--- src/sv/m4ct_pkg.sv ---
// m4ct_pkg: shared types, widths and codes of the 4x4 column transform
package m4ct_pkg;

	// element, result and index widths, lane and entry counts
	localparam int ELEM_WIDTH = 32;
	localparam int FRAC_BITS  = 16;
	localparam int IN_W       = 32;
	localparam int OUT_W      = 32;
	localparam int N_LANES    = 4;
	localparam int COL_W      = 2;
	localparam int IDX_W      = 2 * COL_W;
	localparam int N_ENTRIES  = N_LANES * N_LANES;

	// product, pair sum and full lane sum widths
	localparam int PROD_W = 2 * ELEM_WIDTH;
	localparam int PAIR_W = PROD_W + 1;
	localparam int SUM_W  = PROD_W + 2;

	typedef logic signed [ELEM_WIDTH-1:0] elem_t;
	typedef logic signed [PROD_W-1:0]     prod_t;
	typedef logic signed [PAIR_W-1:0]     pair_t;
	typedef logic signed [SUM_W-1:0]      sum_t;
	typedef logic signed [OUT_W-1:0]      res_t;
	typedef logic [COL_W-1:0]             col_t;

	// word kinds
	typedef enum logic {
		ACT_LOAD  = 1'b0,
		ACT_XFORM = 1'b1
	} action_t;

	// stage load enables shared by all lanes
	typedef struct packed {
		logic en_s1;
		logic en_s2;
		logic en_s3;
	} pipe_ctl_t;

endpackage

--- src/sv/m4ct_merge.sv ---
// m4ct_merge: scales and saturates the lane sums, merges overflow, holds the result word
module m4ct_merge (
	input  logic                 clk,
	input  logic                 arst_n,
	input  logic                 valid_s3,
	input  m4ct_pkg::col_t       column_s3,
	input  m4ct_pkg::sum_t       sum_s3 [m4ct_pkg::N_LANES],
	input  logic                 out_stall,
	output logic                 en_out,
	output logic                 out_valid,
	output m4ct_pkg::col_t       out_column,
	output m4ct_pkg::res_t       res_q [m4ct_pkg::N_LANES],
	output logic                 overflow
);
	import m4ct_pkg::*;

	localparam elem_t ELEM_MAX = {1'b0, {(ELEM_WIDTH-1){1'b1}}};
	localparam elem_t ELEM_MIN = {1'b1, {(ELEM_WIDTH-1){1'b0}}};

	res_t res_d [N_LANES];
	logic sat_any;

	// result register is free or being drained
	assign en_out = !out_valid || !out_stall;

	// floor shift, range check and clamp per lane
	always_comb begin
		sum_t  sh;
		elem_t val;
		logic  all_one;
		logic  all_zero;
		sat_any = 1'b0;
		for (int r = 0; r < N_LANES; r++) begin
			sh       = sum_s3[r] >>> FRAC_BITS;
			all_one  = &sh[SUM_W-1:ELEM_WIDTH-1];
			all_zero = ~|sh[SUM_W-1:ELEM_WIDTH-1];
			val      = sh[ELEM_WIDTH-1:0];
			if (!all_one && !all_zero) begin
				sat_any = 1'b1;
				val     = sh[SUM_W-1] ? ELEM_MIN : ELEM_MAX;
			end
			res_d[r] = OUT_W'(val);
		end
	end

	// result word valid
	always_ff @(posedge clk or negedge arst_n) begin
		if (!arst_n) begin
			out_valid <= 1'b0;
		end else if (en_out) begin
			out_valid <= valid_s3;
		end
	end

	// result word payload
	always_ff @(posedge clk) begin
		if (en_out) begin
			out_column <= column_s3;
			overflow   <= sat_any;
			for (int r = 0; r < N_LANES; r++) begin
				res_q[r] <= res_d[r];
			end
		end
	end

endmodule

--- config.mk ---
export PLATFORM = sky130hd
export DESIGN_NAME = m4ct_merge
export DESIGN_NICKNAME = d
export VERILOG_FILES = /design/src/sv/m4ct_pkg.sv /design/src/sv/m4ct_merge.sv
export SDC_FILE = /design/constraint.sdc
export NUM_CORES = 1
export LEC_CHECK = 0
export ABC_AREA = 1
export BUFFER_PORTS_ARGS = -buffer_cell sky130_fd_sc_hd__buf_4
export CORE_AREA = 3 3 156 158
export DETAILED_ROUTE_END_ITERATION = 7
export DIE_AREA = 0 0 159 161
export GPL_TIMING_DRIVEN = 0
export PLACE_DENSITY = 0.62
export SLEW_MARGIN = 30
export SYNTH_ARGS = -nofsm -noshare
export SYNTH_HDL_FRONTEND = slang
export SYNTH_SLANG_ARGS = --single-unit
--- constraint.sdc ---
create_clock -name clk -period 8.5 [get_ports clk]
set_clock_uncertainty 0.05 [all_clocks]
set_input_delay 0.85 -clock clk [delete_from_list [all_inputs] [get_ports clk]]
set_output_delay 0.85 -clock clk [all_outputs]
set_load 0.03 [all_outputs]
# [Word level (Yosys, flattened, before mapping)]
# Cells that the tools add are included.
[totals] register_bits=132
[classes] muxes=9 n_reduce_logical=20
[ops] operator="$mux 32" n=8
[ops] operator="$reduce_and 19->1" n=4
[ops] operator="$reduce_or 19->1" n=4
[ops] operator="$logic_not 1->1" n=6
[ops] operator="$logic_and 1x1->1" n=4
[ops] operator="$reduce_or 3->1" n=1
[ops] operator="$logic_or 1x1->1" n=1
[ops] operator="$mux 1" n=1

# [Longest topological paths before layout]
[logic_depth] word_depth=4 mapped_depth=9 depth_no_buf=9

# [Least setup slack after synthesis]
# No wires, ideal clock.
[synth_timing] path_type="in2out" from="in out_stall" to="out en_out" t_arrival_ns=3.803 required_time_ns=7.600 setup_slack_ns=3.797 path_stages=1 path_buffers=0 cell_sequence="nand2_1"
[synth_via] elab_chain_cells=2
[synth_lines] element="start, declared" line="m4ct_merge.sv:8" text="input logic out_stall,"
[synth_lines] element="$logic_not 1->1" line="m4ct_merge.sv:24" text="assign en_out = !out_valid || !out_stall;"
[synth_lines] element="$logic_or 1x1->1" line="m4ct_merge.sv:24"
[synth_lines] element="end, declared" line="m4ct_merge.sv:9" text="output logic en_out,"
# No other way between the ends.

# [Worst setup path in the final report]
# Ends and elaborated chain as after synthesis.

==> flow_summary.yaml <==
run_status:
  status: "completed"
placed_design:
  place_area_mm2: 0.00873
  port-buffer-count: 338
  dp_hpwl_mm: 13.7
  placement.setup.worst_slack_ns: 5.59
  place_congestion: 0.808
critical_path:
  reg2reg_depth: 2
  required_ns: 7.60
  worstPathMaxFanout: 47
  critPathLaunchType: "input port"
  cp.depth: 4
  endpoint: "en_out"
  ff2ff_setup_slack_ns: 6.90
  crit_family: "buffers and inverters"
  worstPathCellList: "buf_4, nand2_4, buf_16, buf_4"
  reg2reg_from: "out_valid"
  startpoint: "out_stall"
  critical_path_class: "input port to output port"
  worst_path_most_repeated_cell: "buf_4"
  arrival_ns: 1.96
  path_buf_inv: 3
  crit_path_top_delay_cell: "nand2_4"
  reg2reg_to: "res_q[105]"
  end_kind: "output port"
  slowest_delay_ns: 0.45
clocking:
  path_clk_slew_ns: 0.06
  cts_made_buffers: 17
  postCtsSetupBuffers: 0
  clock_path_buffers: 2
  htreeDepth: 4
  cts-root-buf: "clkbuf_16"
  cts_resized: 0
  hold_buffers: 0
  clock_latency_ns: 0.40
  clock-sinks: 132
  cts_tree: "done"
detailed_routing:
  wl_per_cell_um: 14.2
  first_pass_iters: 6
  drtAntennaViolNets: 0
  vias: 5035
  post_drt_via_cell_ratio: 4.07
  drcViolationCount: 0
  routed_wirelength_mm: 17.5
  drt_iter0_drc: 308
timing:
  tightestPinTransition_ns: 0.602
  setup_viol: 0
  max_freq_mhz: 349
  tns_ns: 0
  min_period_ns: 2.86
  rsz0062_at_grt: "false"
  relSlewSlack_pct: 59.8
  timing.final.ws_setup_ns: 5.64
  min_period_over_period_pct: 33.7
  finalHoldViolations: 0
  slew_viol_final: 0
final_layout:
  stdcell_area_mm2: 0.00929
  areaGrowthSynthToFinish_pct: 62.1
  nFillCells: 2350
  diodes: 0
  drive_gt1_share_pct: 43.7
  final_nets: 1175
synthesis:
  synth_area_mm2: 0.00573
  synth_warnings: 0
  seq_area_frac_synth_pct: 69.0
  netlist_instances: 546
  synth_nets: 816
  ys_ff_latch: 132
  syn_avg_cell_area_um2: 10.5
  yosysUniqueCellTypes: 19
power_and_ir_drop:
  p_per_area_mw_per_mm2: 192
  total_power_w: 0.00179
  cellLeakagePower_nw: 4.16
  ir_drop_v: 0.000106
die:
  dieArea_mm2: 0.0256
  core_area_mm2: 0.0233
  start_util_pct: 24.7
  io_pins: 403
  die_x_um: 159
  die_h_um: 161
  num_rows: 56
grt:
  grt_use_total_pct: 13.2
  grt_max_degree: 48
  grt_antenna_before_repair: 0
  grt_pass1_vias: 5072
  grt_pass1_wl_mm: 26.6
  grt-ovfl-total: 0
min_path:
  hold_class: "input port to asynchronous set/reset pin"
run:
  maxCapViolations: 0
-- synthesized netlist by cell type --
master         instances  share of area [%]
nand3b_1               1               0.13
or2_1                  6               0.65
nand3_1                7               0.61
dlygate4sd3_1          1               0.17
clkbuf_1               3               0.20
inv_1                  6               0.39
dfrtp_1                1               0.44
nor3_1                 1              0.087
nand2_2                2               0.22
nand4_1                8               0.87
nand2_4                1               0.20
buf_2                  3               0.26
nand3b_2               1               0.20
buf_4                  9                1.2
buf_6                 12                2.4
edfxtp_1             131                 69
nor2_1                56                3.7
nand3_2                3               0.52
nand2_1              294                 19
-- power breakdown --
group	switching (W)	internal, W
combinational	0.000168	0.000132
sequential	0.0000121	0.000770
clock	0.000298	0.000407
total	0.000478	0.00131
-- logic make-up after synthesis --
group,synth area share [%]
buf+inv,4.56
simple gates,26.4
flops,69.0
-- worst reg2reg max path, stage by stage, from the launching register on --
cell	delay (ns)
dfrtp_1	0.41
nand2_4	0.47
buf_16	0.31
-- worst min-delay path by stage --
stage           start        end  slack (ns)  cells past startpoint
3_5_place_dp   arst_n  out_valid        0.59                      1
5_1_grt        arst_n  out_valid        0.14                      1
2_1_floorplan  arst_n  out_valid        0.50                      0
3_3_place_gp   arst_n  out_valid        0.59                      1
4_1_cts        arst_n  out_valid        0.14                      1
6_report       arst_n  out_valid        0.16                      1
-- per-stage QoR --
stage	utilization (%)	cells	hold slack, ns
finish	39.9	1237	0.165
global placement	37.3	1203	0.587
CTS	39.9	1237	0.143
floorplan	-	546	0.504
global route	39.9	1237	0.139
detailed placement	37.5	1205	0.586
-- metal layers --
layer	part of all wire [%]	wire (um)	vias up	GRT usage [%]
met5	0	0	-	0
met1	40	7020	2276	15.2
li1	-	-	2503	-
met3	7.9	1390	29	4.54
met4	2.7	468	0	5.57
met2	49	8640	227	22.5
-- registers in the layout, indices dropped and copies added (netlist names) --
| signal | count |
|---|---|
| out_valid | 1 |
| res_q | 128 |
| overflow | 1 |
| out_column | 2 |
-- cell usage in the layout (no fill, tap or decap) --
cell	n
clkinv_4	4
nand3_1	7
nor2_1	56
nand3b_1	1
nand3_2	3
clkbuf_16	17
clkinvlp_4	3
buf_16	2
inv_1	6
edfxtp_1	131
clkbuf_1	5
buf_4	347
nand4_1	8
nand2_2	2
dlygate4sd3_1	1
nand3b_2	1
nand2_1	293
clkinv_1	1
bufinv_16	1
or2_1	6
buf_6	12
nor3_1	1
dfrtp_1	1
buf_2	3
nand2_4	2
inv_6	4
-- area by class of cell --
cell class	count	area (um2)	share of cell area (%)
sequential	132	3960	42.6
timing repair buffer	340	2590	27.9
multi-input combinational	380	1520	16.4
clock buffer	19	433	4.66
tap	319	399	4.30
buffer	28	239	2.57
clock inverter	13	126	1.36
inverter	6	22.5	0.242
(Power assumes the default switching activity.)
